`config.mk`:
```
export PLATFORM = sky130hd
export DESIGN_NAME = fsa_cell
export DESIGN_NICKNAME = d
export VERILOG_FILES = /design/src/rtl/fsa_pkg.sv /design/src/rtl/fsa_cell.sv
export SDC_FILE = /design/constraint.sdc
export NUM_CORES = 1
export LEC_CHECK = 0
export BUFFER_PORTS_ARGS = -buffer_cell sky130_fd_sc_hd__buf_2
export CORE_AREA = 2 2 144 146
export CTS_CLUSTER_DIAMETER = 50
export DETAILED_ROUTE_END_ITERATION = 16
export DIE_AREA = 0 0 146 148
export GPL_ROUTABILITY_DRIVEN = 0
export PLACE_DENSITY_LB_ADDON = 0.3
export SYNTH_ARGS = -nofsm -noshare
export SYNTH_HDL_FRONTEND = slang
export SYNTH_SLANG_ARGS = --single-unit
```
`constraint.sdc`:
```
create_clock -name clock -period 2.5 [get_ports clock]
set_clock_uncertainty 0.15 [all_clocks]
set_input_delay 0.25 -clock clock [delete_from_list [all_inputs] [get_ports clock]]
set_output_delay 0.25 -clock clock [all_outputs]
set_load 0.01 [all_outputs]
```
`src/rtl/fsa_pkg.sv`:
```
`timescale 1ns / 1ps
// ----------------------------------------------------------------------------
// fsa_pkg: shared types and constants of the segment allocator
// Opcodes, status codes, cell commands and the control groups that pass
// between the sequencer and the row of segment cells.
// ----------------------------------------------------------------------------
package fsa_pkg;

   localparam int MAX_SEGMENTS_DEF = 64;
   localparam int ADDR_BITS_DEF    = 16;

   localparam int OP_W     = 2;
   localparam int SIZE_W   = 16;
   localparam int BADDR_W  = 16;
   localparam int STATUS_W = 2;
   localparam int GRANT_W  = 16;
   localparam int COUNT_W  = 7;
   localparam int HDR_W    = 8;
   localparam int POOL_W   = 16;
   localparam int CSR_IDX_W = 2;
   localparam int CSR_DAT_W = 16;
   localparam int REQ_DATA_W = 40;
   localparam int RSP_DATA_W = 32;

   // Rounded request plus header never exceeds 2^16 + 255.
   localparam int NEED_W = 18;

   localparam logic [POOL_W-1:0] RESET_POOL   = 16'hFFFF;
   localparam logic [HDR_W-1:0]  RESET_HEADER = 8'd32;
   localparam logic [COUNT_W-1:0] COUNT_MAX   = 7'd127;

   localparam logic [CSR_IDX_W-1:0] CSR_FIT_MODE = 2'd0;
   localparam logic [CSR_IDX_W-1:0] CSR_POOL     = 2'd1;
   localparam logic [CSR_IDX_W-1:0] CSR_HEADER   = 2'd2;

   typedef enum logic [OP_W-1:0] {
      OP_ALLOC = 2'd0,
      OP_FREE  = 2'd1,
      OP_COUNT = 2'd2,
      OP_NOP   = 2'd3
   } op_type;

   typedef enum logic [STATUS_W-1:0] {
      ST_OK        = 2'd0,
      ST_NO_MEMORY = 2'd1,
      ST_NOT_FOUND = 2'd2,
      ST_FREED     = 2'd3
   } status_type;

   typedef enum logic [2:0] {
      CMD_NONE   = 3'd0,
      CMD_INIT   = 3'd1,
      CMD_WRITE  = 3'd2,
      CMD_INSERT = 3'd3,
      CMD_REMOVE = 3'd4
   } cmd_kind_type;

   typedef struct packed {
      cmd_kind_type kind;
      logic         used;
   } cmd_ctl_type;

   typedef struct packed {
      logic valid;
      logic found;
      logic used_i;
      logic has_prev;
      logic prev_used;
      logic has_next;
      logic next_used;
   } tok_ctl_type;

endpackage

```
`src/rtl/fsa_cell.sv`:
```
`timescale 1ns / 1ps
// ----------------------------------------------------------------------------
// fsa_cell: one entry of the segment table
// Holds start, length and used flag of one segment, shifts entries to and
// from its neighbors, and updates the search token as it passes through.
// ----------------------------------------------------------------------------
module fsa_cell #(
   parameter int INDEX     = 0,
   parameter int ADDR_BITS = 16,
   parameter int IW        = 6,
   parameter int TW        = 7,
   parameter int CW        = 18,
   parameter int CNT_W     = 7
) (
   input  logic                       clock,
   input  logic                       reset,
   input  logic [TW-1:0]              total,
   input  fsa_pkg::op_type            op,
   input  logic                       fit_mode,
   input  logic [fsa_pkg::NEED_W-1:0] need,
   input  logic [fsa_pkg::SIZE_W-1:0] limit,
   input  logic [fsa_pkg::BADDR_W-1:0] baddr,
   input  fsa_pkg::cmd_ctl_type       cmd,
   input  logic [IW-1:0]              cmd_idx,
   input  logic [ADDR_BITS-1:0]       cmd_start,
   input  logic [ADDR_BITS-1:0]       cmd_len,
   input  logic [ADDR_BITS-1:0]       left_start,
   input  logic [ADDR_BITS-1:0]       left_len,
   input  logic                       left_used,
   input  logic [ADDR_BITS-1:0]       right_start,
   input  logic [ADDR_BITS-1:0]       right_len,
   input  logic                       right_used,
   output logic [ADDR_BITS-1:0]       seg_start,
   output logic [ADDR_BITS-1:0]       seg_len,
   output logic                       seg_used,
   input  fsa_pkg::tok_ctl_type       tok_in,
   input  logic [IW-1:0]              tok_in_idx,
   input  logic [ADDR_BITS-1:0]       tok_in_len,
   input  logic [ADDR_BITS-1:0]       tok_in_start,
   input  logic [ADDR_BITS-1:0]       tok_in_prev_len,
   input  logic [ADDR_BITS-1:0]       tok_in_next_len,
   input  logic [CNT_W-1:0]           tok_in_cnt,
   output fsa_pkg::tok_ctl_type       tok_out,
   output logic [IW-1:0]              tok_out_idx,
   output logic [ADDR_BITS-1:0]       tok_out_len,
   output logic [ADDR_BITS-1:0]       tok_out_start,
   output logic [ADDR_BITS-1:0]       tok_out_prev_len,
   output logic [ADDR_BITS-1:0]       tok_out_next_len,
   output logic [CNT_W-1:0]           tok_out_cnt
);
   import fsa_pkg::*;

   localparam logic [IW-1:0] MY_IDX = IW'(INDEX);
   localparam logic [TW-1:0] MY_POS = TW'(INDEX);
   localparam logic [TW-1:0] NX_POS = TW'(INDEX + 1);

   logic [ADDR_BITS-1:0] start_ff, start_in;
   logic [ADDR_BITS-1:0] len_ff, len_in;
   logic                 used_ff, used_in;

   tok_ctl_type          tctl_ff, tctl_in;
   logic [IW-1:0]        tidx_ff, tidx_in;
   logic [ADDR_BITS-1:0] tlen_ff, tlen_in;
   logic [ADDR_BITS-1:0] tstart_ff, tstart_in;
   logic [ADDR_BITS-1:0] tprev_ff, tprev_in;
   logic [ADDR_BITS-1:0] tnext_ff, tnext_in;
   logic [CNT_W-1:0]     tcnt_ff, tcnt_in;

   logic          live;
   logic [CW-1:0] len_x;
   logic [CW-1:0] blen_x;
   logic          fits;
   logic          better;

   assign live   = MY_POS < total;
   assign len_x  = CW'(len_ff);
   assign blen_x = CW'(tok_in_len);
   assign fits   = live && !used_ff && (len_x >= CW'(need));
   assign better = fit_mode ? (len_x > blen_x) : (len_x < blen_x);

   // Table entry update from the broadcast command.
   always_comb begin
      start_in = start_ff;
      len_in   = len_ff;
      used_in  = used_ff;
      unique case (cmd.kind)
         CMD_INIT: begin
            start_in = '0;
            used_in  = 1'b0;
            len_in   = (INDEX == 0) ? cmd_len : '0;
         end
         CMD_WRITE: begin
            if (MY_IDX == cmd_idx) begin
               len_in  = cmd_len;
               used_in = cmd.used;
            end
         end
         CMD_INSERT: begin
            if (MY_IDX > cmd_idx) begin
               start_in = left_start;
               len_in   = left_len;
               used_in  = left_used;
            end else if (MY_IDX == cmd_idx) begin
               start_in = cmd_start;
               len_in   = cmd_len;
               used_in  = cmd.used;
            end
         end
         CMD_REMOVE: begin
            if (MY_IDX >= cmd_idx) begin
               start_in = right_start;
               len_in   = right_len;
               used_in  = right_used;
            end
         end
         default: ;
      endcase
   end

   // Search token update as it passes this entry.
   always_comb begin
      tctl_in   = tok_in;
      tidx_in   = tok_in_idx;
      tlen_in   = tok_in_len;
      tstart_in = tok_in_start;
      tprev_in  = tok_in_prev_len;
      tnext_in  = tok_in_next_len;
      tcnt_in   = tok_in_cnt;
      unique case (op)
         OP_ALLOC: begin
            if (fits && (!tok_in.found || better)) begin
               tctl_in.found = 1'b1;
               tidx_in       = MY_IDX;
               tlen_in       = len_ff;
               tstart_in     = start_ff;
            end
         end
         OP_FREE: begin
            if (!tok_in.found && live && (CW'(start_ff) == CW'(baddr))) begin
               tctl_in.found     = 1'b1;
               tctl_in.used_i    = used_ff;
               tctl_in.has_prev  = (INDEX > 0);
               tctl_in.prev_used = left_used;
               tctl_in.has_next  = NX_POS < total;
               tctl_in.next_used = right_used;
               tidx_in           = MY_IDX;
               tlen_in           = len_ff;
               tprev_in          = left_len;
               tnext_in          = right_len;
            end
         end
         OP_COUNT: begin
            if (live && !used_ff && (len_x < CW'(limit))) begin
               tcnt_in = tok_in_cnt + CNT_W'(1);
            end
         end
         default: ;
      endcase
   end

   always_ff @(posedge clock) begin
      if (reset) begin
         start_ff <= '0;
         len_ff   <= (INDEX == 0) ? ADDR_BITS'(RESET_POOL) : '0;
         used_ff  <= 1'b0;
         tctl_ff  <= '0;
      end else begin
         start_ff <= start_in;
         len_ff   <= len_in;
         used_ff  <= used_in;
         tctl_ff  <= tctl_in;
      end
   end

   always_ff @(posedge clock) begin
      tidx_ff   <= tidx_in;
      tlen_ff   <= tlen_in;
      tstart_ff <= tstart_in;
      tprev_ff  <= tprev_in;
      tnext_ff  <= tnext_in;
      tcnt_ff   <= tcnt_in;
   end

   assign seg_start        = start_ff;
   assign seg_len          = len_ff;
   assign seg_used         = used_ff;
   assign tok_out          = tctl_ff;
   assign tok_out_idx      = tidx_ff;
   assign tok_out_len      = tlen_ff;
   assign tok_out_start    = tstart_ff;
   assign tok_out_prev_len = tprev_ff;
   assign tok_out_next_len = tnext_ff;
   assign tok_out_cnt      = tcnt_ff;

endmodule

```
==> summary.txt, run 1 <==
Outcome
  – Status: finished clean

STA
  – Max Slew Vio Count: 0
  – Worst slew pin tran: just under 0.9 ns
  – Final setup viols: 0
  – Slew HR: between 40 and 50%
  – Tmin final: approximately 2.5 ns
  – RSZ-0062 raised after global routing: yes
  – Final Hold Viols: 0
  – F_max: a little over 400 MHz
  – Final Cycle Share: 98.6%
  – PnR worst setup slack: roughly 0.034 ns

Cells and area
  – Area delta synth->final: 77.0%
  – Layout Utilization: 53.4%
  – Fillers: ~1800
  – Layout cell share with drive strength beyond 1: 45.5%
  – Most common cell after layout, fill and taps aside: buf_2
  – Most frequent cells in the layout: buf_2, dlygate4sd3_1, dfxtp_1
  – Fin nets: between 1000 and 1500

Floorplan
  – Io pins: 371
  – Core Footprint: 20000 um^2
  – # rows: 52
  – Die Height: 148 um
  – Initial core utilization: a little under a third
  – Die W: about 150 um
  – Die Area: about 22000 um^2

Hold path
  – Worst Hold Depth: 3
  – Hold Path Class: in -> reg
  – Hold wc startpoint: right_start[12]
  – Hold Path End: seg_start[12]$_SDFFE_PP0P_

Yosys
  – Post-synthesis cell type count: 53
  – Share of the synthesized area in the top cell type: 38.7%
  – Post-Syn Area: around 6000 um^2
  – Mapped Nets: between 900 and 1000
  – Avg Synthesized Cell Area: roughly 9.5 um^2
  – Post-synth EDFFs: 0
  – Synth async-reset ratio: 0%
  – Synth top area cells: dfxtp_1, ha_1, mux2_2
  – Yosys warns: 0
  – Synth Flop Type: dfxtp_1
  – Leading area contributor after synthesis: dfxtp_1
  – FF+latch count, synth: ~120
  – Seq/Total Area, Yosys: roughly two fifths
  – Mapped Cells: between 600 and 700

Setup path
  – Cells on worst reg2reg path: 10
  – Launching point of the worst reg2reg path: seg_len[4]$_SDFFE_PP1P_
  – CP Data Required Time: between 2 and 3 ns
  – CP startpoint: seg_len[4]$_SDFFE_PP1P_
  – Worst Path Arrival: between 2 and 3 ns
  – Worst reg-to-reg setup slack: between 0.03 and 0.04 ns
  – R2R Path End: tok_out_start[13]$_DFF_P_
  – Crit end category: flop
  – Critical Path Start Type: flop
  – Worst Path Max Fanout: 8
  – Critical path class: reg -> reg

Drt
  – Initial DRC Count: around 300
  – Routed WL: 25100 um
  – DRT Pass-1 Iters: 5
  – Post-route antenna net violation count: 0
  – Vias: 6795
  – DRC viols: 0
  – Drt wl/cell: between 15 and 20 um
  – Number of vias per cell: between 4 and 5

GRT
  – Total global-route track usage: between 20% and 30%
  – First-pass GRT wire length: 38100 um
  – Largest net degree at the start of global routing: just over 40
  – Vias in the first global route: roughly 7100
  – Total grt overflow: 0
  – Initial antenna violation count: 2

Clock network
  – Clock buffer depth: 2
  – CTS tree: built
  – Clock root cell: clkbuf_16
  – CTS clk-pin slew, worst paths: around 0.060 ns
  – Number of CTS-inserted buffers: 17
  – Clock Latency Late Sink: approximately 0.41 ns
  – CTS H-tree depth: 4
  – CTS Sinks: 117

Power and ir drop
  – Sw Ratio: 25.4%
  – Flop pwr share: between 30% and 40%
  – Clock Power Share: ~46%
  – Overall power: 0.00585 W
  – Max VDD drop: 446 uV
  – Leak pwr: 5.15 nW
  – Pint: about 0.0044 W
  – Net switching power: 0.00149 W
  – Power per cell area: 547 nW/um^2
  – Comb pwr share: about a fifth

Flow run
  – Maxcap violations: 0

Placement
  – Port bufs: around 350
  – HPWL after detailed placement: roughly 18000 um
  – Worst slack at placement: -0.313 ns
-- layer usage --
layer / up-vias / part of all wire (%) / track usage [%]
met2: 290 / 49 / 39.2
met3: 54 / 5.7 / 4.91
met5: - / 0.052 / 0
met4: 2 / 3.1 / 9.71
met1: 3128 / 42 / 27.5
li1: 3321 / - / -
-- sequential cells by signal, indices dropped and copies added (netlist names) --
signal / flops
tok_out_start: 16
tok_out_next_len: 16
seg_start: 16
tok_out_idx: 6
tok_out: 7
seg_used: 1
seg_len: 16
tok_out_cnt: 7
tok_out_prev_len: 16
tok_out_len: 16
-- worst max path at each step --
stage | endpoint | cells after the start | slack, ns
6_report | tok_out_start[13]$_DFF_P_ | 10 | 0.03
5_1_grt | tok_out_start[12]$_DFF_P_ | 8 | -0.06
4_1_cts | tok_out_len[11]$_DFF_P_ | 10 | 0.008
3_5_place_dp | tok_out_start[3]$_DFF_P_ | 10 | -0.31
3_3_place_gp | tok_out_start[4]$_DFF_P_ | 10 | -0.26
2_1_floorplan | tok_out_start[10]$_DFF_P_ | 9 | 0.05
-- through the flow --
stage / cell area, um^2 / std cells / hold WS [ns] / setup TNS, ns
detailed placement: 8450 / 1290 / 0.316 / -5.62
global placement: 8450 / 1290 / 0.310 / -4.71
CTS: 10500 / 1458 / 0.00241 / 0
finish: 10700 / 1460 / 0.0227 / 0
global route: 10700 / 1460 / 0.0195 / -1.01
floorplan: 6050 / 635 / 0.197 / 0
-- critical path: stages (launching register included) --
cell and delay [ns]:
dfxtp_4 0.36, buf_6 0.13, ha_4 0.22, a21o_1 0.16, nand2_1 0.06, a21oi_1 0.06, or3_4 0.42, a21oi_4 0.22
nor2_4 0.09, clkbuf_16 0.18, mux2_4 0.30
-- area by class of cell --
cell class                      instances  area [um^2]  share of cell area [%]
Tap cell                              270          338                    3.16
Clock inverter                         12          175                    1.64
Inverter                               54          203                    1.89
Sequential cell                       117         2350                    22.0
Timing Repair Buffer                  545         3610                    33.8
Clock buffer                           20          467                    4.36
Antenna cell                            1         2.50                  0.0234
Multi-Input combinational cell        441         3560                    33.2
-- cell usage after synthesis, types with 2 or more instances --
master / count
dfxtp_1: 117
nand2_1: 58
inv_1: 54
ha_1: 48
nor2_1: 43
mux2_2: 41
o21ai_0: 39
a21oi_1: 32
mux2_4: 21
nor3_1: 20
xnor2_1: 16
clkbuf_1: 15
nand4_1: 13
a21o_1: 12
o211ai_1: 10
nand3_1: 7
nor3b_1: 7
a221oi_1: 6
mux2i_1: 6
nand2b_1: 6
xor2_1: 6
and4_1: 4
nor2b_1: 4
o22ai_1: 4
a211oi_1: 3
a22o_1: 3
a22oi_1: 3
buf_2: 3
o21bai_1: 3
o22a_1: 3
a21oi_2: 2
and3_1: 2
buf_12: 2
buf_6: 2
nor4_4: 2
-- power groups by stage --
stage	clock network (W)	registers, W	logic (W)
finish	0.00266	0.00202	0.00117
global route	0.00281	0.00203	0.00127
CTS	0.00274	0.00202	0.00112
detailed placement	0	0.00206	0.000934
global placement	0	0.00206	0.000923
floorplan	0	0.00212	0.000384
-- cells by family after synthesis --
group	after synthesis	share of synthesized area [%]
adder cells (fa/ha/maj)	48	9.93
flip-flops	117	38.7
AO/OA/AOI/OAI	127	13.5
AND/OR/NAND/NOR	175	14.8
multiplexers	69	14.2
XOR/XNOR	22	3.19
buffers and inverters	77	5.69
-- timing repair --
action / CTS / global route
setup endpoints to repair: 37 / 35
setup buffers: 2 / 1
gates cloned: 0 / 1
endpoints found under the hold margin: 96 / 0
hold buffers: 134 / 0
pin swaps: 9 / 21
gates resized for setup: 9 / 21
Power figures use the tool's default switching activity.
==> run 2: changes to the inputs <==
==> constraint.sdc (replaced) <==
create_clock -name clock -period 2 [get_ports clock]
set_clock_uncertainty 0.15 [all_clocks]
set_input_delay 0.2 -clock clock [delete_from_list [all_inputs] [get_ports clock]]
set_output_delay 0.2 -clock clock [all_outputs]
set_load 0.01 [all_outputs]
==> run 2 against run 1 <==
  * Routed wire length is 1.8% lower
  * Critical endpoint is now tok_out_len[8]$_DFF_P_
  * Non-clock buffer count grew 48
  * The run now ends with negative setup slack left
  * Total power grew 23%
  * Sequential cell count is the same
  * Largest power group unchanged
  * Cell area increased by 6.7%
  * Die area stayed put
  * Largest cell class unchanged
  * Hold slack gained 0.0013 ns
==> summary.txt, run 2 (synthesis results as in run 1) <==
Outcome
  – Status: finished with violations
  – Failing checks: negative setup slack

Drt
  – Vias: 6877
  – Number of vias per cell: 4.56
  – DRT Pass-1 Iters: 4
  – Drt wl/cell: 16.4 um
  – Post-route antenna net violation count: 0
  – Initial DRC Count: around 260
  – Routed WL: 24700 um
  – DRC viols: 0

Setup path
  – CP startpoint: seg_len[9]$_SDFFE_PP1P_
  – Launching point of the worst reg2reg path: seg_len[9]$_SDFFE_PP1P_
  – Worst Path Max Fanout: 7
  – Crit-path leading delay family: multiplexers
  – Crit-path max cell delay: roughly 0.37 ns
  – Critical path class: reg -> reg
  – Worst reg-to-reg setup slack: -0.44 ns
  – Crit path buf inv count: 1
  – Worst Path Arrival: about 2.6 ns
  – Cell with the biggest individual delay on the critical path: dfxtp_4
  – Critical path cell sequence: ha_4 > and4_1 > nand4_1 > a21oi_1 > nand4b_1 > mux2i_4 > o21bai_4 > clkbuf_16 > mux2_4
  – Critical Path Start Type: flop
  – CP Data Required Time: ~2.2 ns
  – Crit end category: flop

STA
  – F_max: 410 MHz
  – Tmin final: about 2.4 ns
  – RSZ-0062 raised after global routing: yes
  – Slew HR: a little over half
  – PnR worst setup slack: -0.440 ns
  – Final TNS setup: -24.23 ns
  – Worst slew pin tran: ~0.69 ns
  – WHS: about 0.024 ns
  – Final Cycle Share: 122%
  – Final setup viols: 83
  – Final Hold Viols: 0
  – Max Slew Vio Count: 0

Floorplan
  – Die W: 146 um
  – Die Area: roughly 22000 um^2
  – Io pins: 371
  – # rows: 52
  – Initial core utilization: a little under a third
  – Core Footprint: about 20000 um^2
  – Die Height: ~150 um

Clock network
  – Clock root cell: clkbuf_16
  – CTS H-tree depth: 4
  – CTS Sinks: 117
  – CTS clk-pin slew, worst paths: roughly 0.06 ns
  – CTS tree: built
  – Clock Latency Late Sink: between 0.4 and 0.5 ns
  – Number of CTS-inserted buffers: 17
  – Clock buffer depth: 2

Hold path
  – Hold wc startpoint: right_start[12]
  – Hold Path Class: in -> reg

GRT
  – Total global-route track usage: around 22%
  – Vias in the first global route: 7001
  – First-pass GRT wire length: around 37000 um
  – Largest net degree at the start of global routing: 33
  – Total grt overflow: 0
  – Initial antenna violation count: 3

Power and ir drop
  – Leak pwr: roughly 5.5 nW
  – Max VDD drop: about 550 uV
  – Power per cell area: 631 nW/um^2

Cells and area
  – Fin nets: around 1500
  – Most common cell after layout, fill and taps aside: buf_2
  – Layout cell share with drive strength beyond 1: around half
  – Finished Cell Area: roughly 11000 um^2
  – Fillers: approximately 1800
  – Most frequent cells in the layout: buf_2, dlygate4sd3_1, dfxtp_1
  – Area delta synth->final: 88.8%

Flow run
  – Maxcap violations: 0

Placement
  – HPWL after detailed placement: 18100 um
  – Port bufs: around 350
  – DP Area: 8850 um^2
-- run 2: cell count changes in the layout (fill, tap and decap cells not counted), sizes merged --
cell | previous run | this run
diode | 1 | 2
inv | 55 | 57
buf | 410 | 445
clkinvlp | 3 | 2
clkbuf | 21 | 20
bufinv | 4 | 3
dlymetal6s4s | 1 | 0
clkinv | 4 | 5
dlygate4sd3 | 133 | 146
-- run 2: per-layer routing --
layer | track usage, % | routed length [um] | up-vias | part of all wire, %
met5 | 0 | 12 | - | 0.049
met4 | 6.65 | 517 | 2 | 2.1
met3 | 6.02 | 1630 | 36 | 6.6
met2 | 38.0 | 12000 | 280 | 49
met1 | 26.0 | 10500 | 3136 | 43
li1 | - | - | 3423 | -
-- run 2: metrics by stage --
stage                     setup WS (ns)  instances  power [W]  utilization [%]
final                            -0.440       1508    0.00720             57.0
after global placement           -0.406       1314    0.00378             44.2
after detailed placement         -0.450       1314    0.00380             44.2
after global routing             -0.518       1508    0.00751             57.0
after floorplan                  -0.361        635    0.00316                -
after CTS                        -0.423       1498    0.00721             55.6
-- run 2: cell type report --
type | count | area (um^2) | area share [%]
tap | 270 | 338 | 2.96
inverter | 54 | 203 | 1.77
multi-input combinational | 441 | 3790 | 33.2
timing repair buffer | 593 | 4110 | 35.9
sequential | 117 | 2390 | 20.9
clock inverter | 13 | 155 | 1.36
clock buffer | 18 | 439 | 3.85
antenna | 2 | 5.00 | 0.0438
-- run 2: final timing paths --
check / end / depth (start not counted)
max: tok_out_len[8]$_DFF_P_ / 9
min: seg_start[12]$_SDFFE_PP0P_ / 3
max reg2reg: tok_out_len[8]$_DFF_P_ / 9
min reg2reg: seg_len[13]$_SDFFE_PP1P_ / 2
-- run 2: what timing repair did --
| item | CTS | global route |
|---|---|---|
| cloned | 2 | 2 |
| buffers inserted | 5 | 9 |
| pin swaps | 7 | 23 |
| hold buffers | 146 | 0 |
| setup endpoints to repair | 81 | 83 |
| hold endpoints to repair | 110 | 0 |
| gates resized for setup | 32 | 50 |
-- run 2: power by group --
group	total [W]	internal, W	switching (W)
registers	0.00253	0.00247	0.0000653
clock network	0.00314	0.00198	0.00116
logic	0.00153	0.000869	0.000657
total	0.00720	0.00532	0.00188
-- run 2: worst register-to-register path, cell delays in order (launching register included) --
cell       delay [ns]
dfxtp_4          0.37
ha_4             0.27
and4_1           0.19
nand4_1          0.12
a21oi_1          0.14
nand4b_1         0.19
mux2i_4          0.32
o21bai_4         0.11
clkbuf_16        0.18
mux2_4           0.29
==> run 3: changes to the inputs <==
--- a/config.mk
+++ b/config.mk
@@ -5,11 +5,11 @@
 export SDC_FILE = /design/constraint.sdc
 export NUM_CORES = 1
 export LEC_CHECK = 0
-export BUFFER_PORTS_ARGS = -buffer_cell sky130_fd_sc_hd__buf_2
-export CORE_AREA = 2 2 144 146
+export CORE_AREA = 2 2 143 145
 export CTS_CLUSTER_DIAMETER = 50
 export DETAILED_ROUTE_END_ITERATION = 16
-export DIE_AREA = 0 0 146 148
+export DIE_AREA = 0 0 145 147
+export DONT_BUFFER_PORTS = 1
 export GPL_ROUTABILITY_DRIVEN = 0
 export PLACE_DENSITY_LB_ADDON = 0.3
 export SYNTH_ARGS = -nofsm -noshare
==> run 3 against run 2 <==
  * The run ends with negative hold slack, negative setup slack left
  * Sequential cell count unchanged
  * Cell area down 10%
  * Register-to-register slack about the same
  * Largest cell class is now multi-input combinational cells
==> summary.txt, run 3 (synthesis results as in run 1) <==
GRT
  – Total grt overflow: 0
  – First-pass GRT wire length: approximately 36000 um
  – Initial antenna violation count: 0
  – Vias in the first global route: 6153
  – Total global-route track usage: between 20% and 30%
  – Largest net degree at the start of global routing: 41

Setup path
  – Critical path class: reg -> reg
  – Critical Path Start Type: flop
  – CP Data Required Time: about 2.2 ns
  – Worst Setup EP: tok_out_len[15]$_DFF_P_
  – Crit end category: flop
  – Worst Path Arrival: around 2.6 ns
  – Worst Path Max Fanout: 10
  – Cells on worst reg2reg path: 10
  – CP startpoint: seg_len[13]$_SDFFE_PP1P_
  – Launching point of the worst reg2reg path: seg_len[13]$_SDFFE_PP1P_
  – R2R Path End: tok_out_len[15]$_DFF_P_
  – Worst reg-to-reg setup slack: -0.43 ns

Floorplan
  – # rows: between 50 and 60
  – Die W: ~150 um
  – Die Height: 147 um
  – Die Area: roughly 21000 um^2
  – Initial core utilization: a little under a third
  – Io pins: roughly 370
  – Core Footprint: 19800 um^2

STA
  – Final Cycle Share: 122%
  – F_max: slightly above 400 MHz
  – Tmin final: ~2.4 ns
  – Slew HR: around two thirds
  – WHS: -0.0117 ns
  – PnR worst setup slack: -0.433 ns
  – Worst slew pin tran: a little over 0.5 ns
  – RSZ-0062 raised after global routing: yes
  – Max Slew Vio Count: 0
  – Final Hold Viols: 2
  – Final setup viols: 83

Clock network
  – Clock root cell: clkbuf_16
  – Number of CTS-inserted buffers: 17
  – CTS clk-pin slew, worst paths: ~0.060 ns
  – CTS tree: built
  – Clock Latency Late Sink: about 0.4 ns
  – CTS H-tree depth: 4
  – Clock buffer depth: 2
  – CTS Sinks: roughly 120

Cells and area
  – Final Non-Filler Cells: around 1200
  – Most common cell after layout, fill and taps aside: dlygate4sd3_1
  – Finished Cell Area: between 10000 and 15000 um^2
  – Ant diodes: 0
  – Layout cell share with drive strength beyond 1: between 20 and 30%
  – Most frequent cells in the layout: dlygate4sd3_1, dfxtp_1, buf_4
  – Fin nets: between 1000 and 1500
  – Area delta synth->final: 69.2%
  – Fillers: around 1700

Placement
  – Post-Place Cells: around 960
  – Port bufs: 0
  – HPWL after detailed placement: ~17000 um
  – DP Area: slightly above 7000 um^2

Flow run
  – Maxcap violations: 0

Drt
  – Initial DRC Count: 249
  – DRT Pass-1 Iters: 5
  – Vias: about 5900
  – Post-route antenna net violation count: 0
  – Number of vias per cell: slightly below 5
  – Drt wl/cell: 20.1 um
  – Routed WL: 24000 um
  – DRC viols: 0

Power and ir drop
  – Clock Power Share: between 40% and 50%
  – Pint: 0.00534 W
  – Sw Ratio: 25.0%
  – Power per cell area: 697 nW/um^2
  – Overall power: 0.00713 W
  – Net switching power: 0.00178 W
  – Leak pwr: around 4.3 nW
  – Max VDD drop: around 490 uV
  – Comb pwr share: around 16%
  – Flop pwr share: between 30% and 40%

Outcome
  – Status: finished with violations
  – Failing checks: negative hold slack, negative setup slack

Hold path
  – Worst Hold Depth: 5
  – Hold Path Class: in -> reg
## run 3: cell types whose count changed in the layout (fill, tap and decap cells not counted), sizes merged, moves of 2 or more
cell / previous run / this run
buf: 445 / 93
clkinv: 5 / 2
dlygate4sd3: 146 / 190
diode: 2 / 0
## run 3: worst min path at each step
stage	start	end	slack [ns]
after floorplan	tok_in_cnt[0]	tok_out_cnt[0]$_DFF_P_	0.15
after global placement	reset	seg_start[15]$_SDFFE_PP0P_	0.13
after detailed placement	reset	tok_out[4]$_SDFF_PP0_	0.13
after CTS	cmd[2]	seg_len[15]$_SDFFE_PP1P_	0.006
after global routing	op[0]	tok_out_cnt[2]$_DFF_P_	0.008
final	op[0]	tok_out_cnt[2]$_DFF_P_	-0.01
## run 3: layout make-up
class / count / area, um^2 / area share (%)
clock inverter: 11 / 171 / 1.68
timing repair buffer: 283 / 2830 / 27.6
sequential: 117 / 2380 / 23.3
inverter: 54 / 203 / 1.98
tap: 270 / 338 / 3.30
multi-input combinational: 441 / 3840 / 37.5
clock buffer: 21 / 470 / 4.60
## run 3: power groups by stage
stage	clock network, W	registers (W)	logic, W
floorplan	0	0.00266	0.000506
global placement	0	0.00266	0.000742
detailed placement	0	0.00266	0.000750
CTS	0.00342	0.00261	0.00113
global route	0.00352	0.00262	0.00127
finish	0.00336	0.00261	0.00117
## run 3: metrics by stage
stage                     setup TNS, ns  utilization (%)  setup slack (ns)
after global placement           -23.59             35.8            -0.490
after detailed placement         -23.75             35.8            -0.504
after global routing             -35.52             51.5            -0.556
final                            -24.71             51.5            -0.433
after CTS                        -23.14             51.2            -0.430
after floorplan                  -10.61                -            -0.361
## run 3: worst max-delay path, stage by stage (launching register included)
cell      delay (ns)
dfxtp_2         0.32
buf_4           0.17
ha_1            0.32
nand2_1         0.10
nor2_1          0.06
a211oi_2        0.23
o22ai_2         0.15
a21oi_4         0.22
o21bai_4        0.14
buf_12          0.17
mux2_4          0.29
## run 3: timing repair
item	4_1_cts	5_1_grt
hold buffers	190	1
resized for setup	64	30
endpoints found under the setup margin	82	86
endpoints found under the hold margin	117	1
pin swaps	17	20
setup buffers	11	8
cloned	6	0
## run 3: metal layers
layer | global-route usage, % | share of wire, % | wire length (um) | vias up
li1 | - | - | - | 2802
met5 | 0 | 0 | 0 | -
met4 | 6.44 | 1.5 | 361 | 0
met1 | 26.4 | 42 | 10100 | 2771
met3 | 6.34 | 6.8 | 1640 | 29
met2 | 38.4 | 50 | 11900 | 267
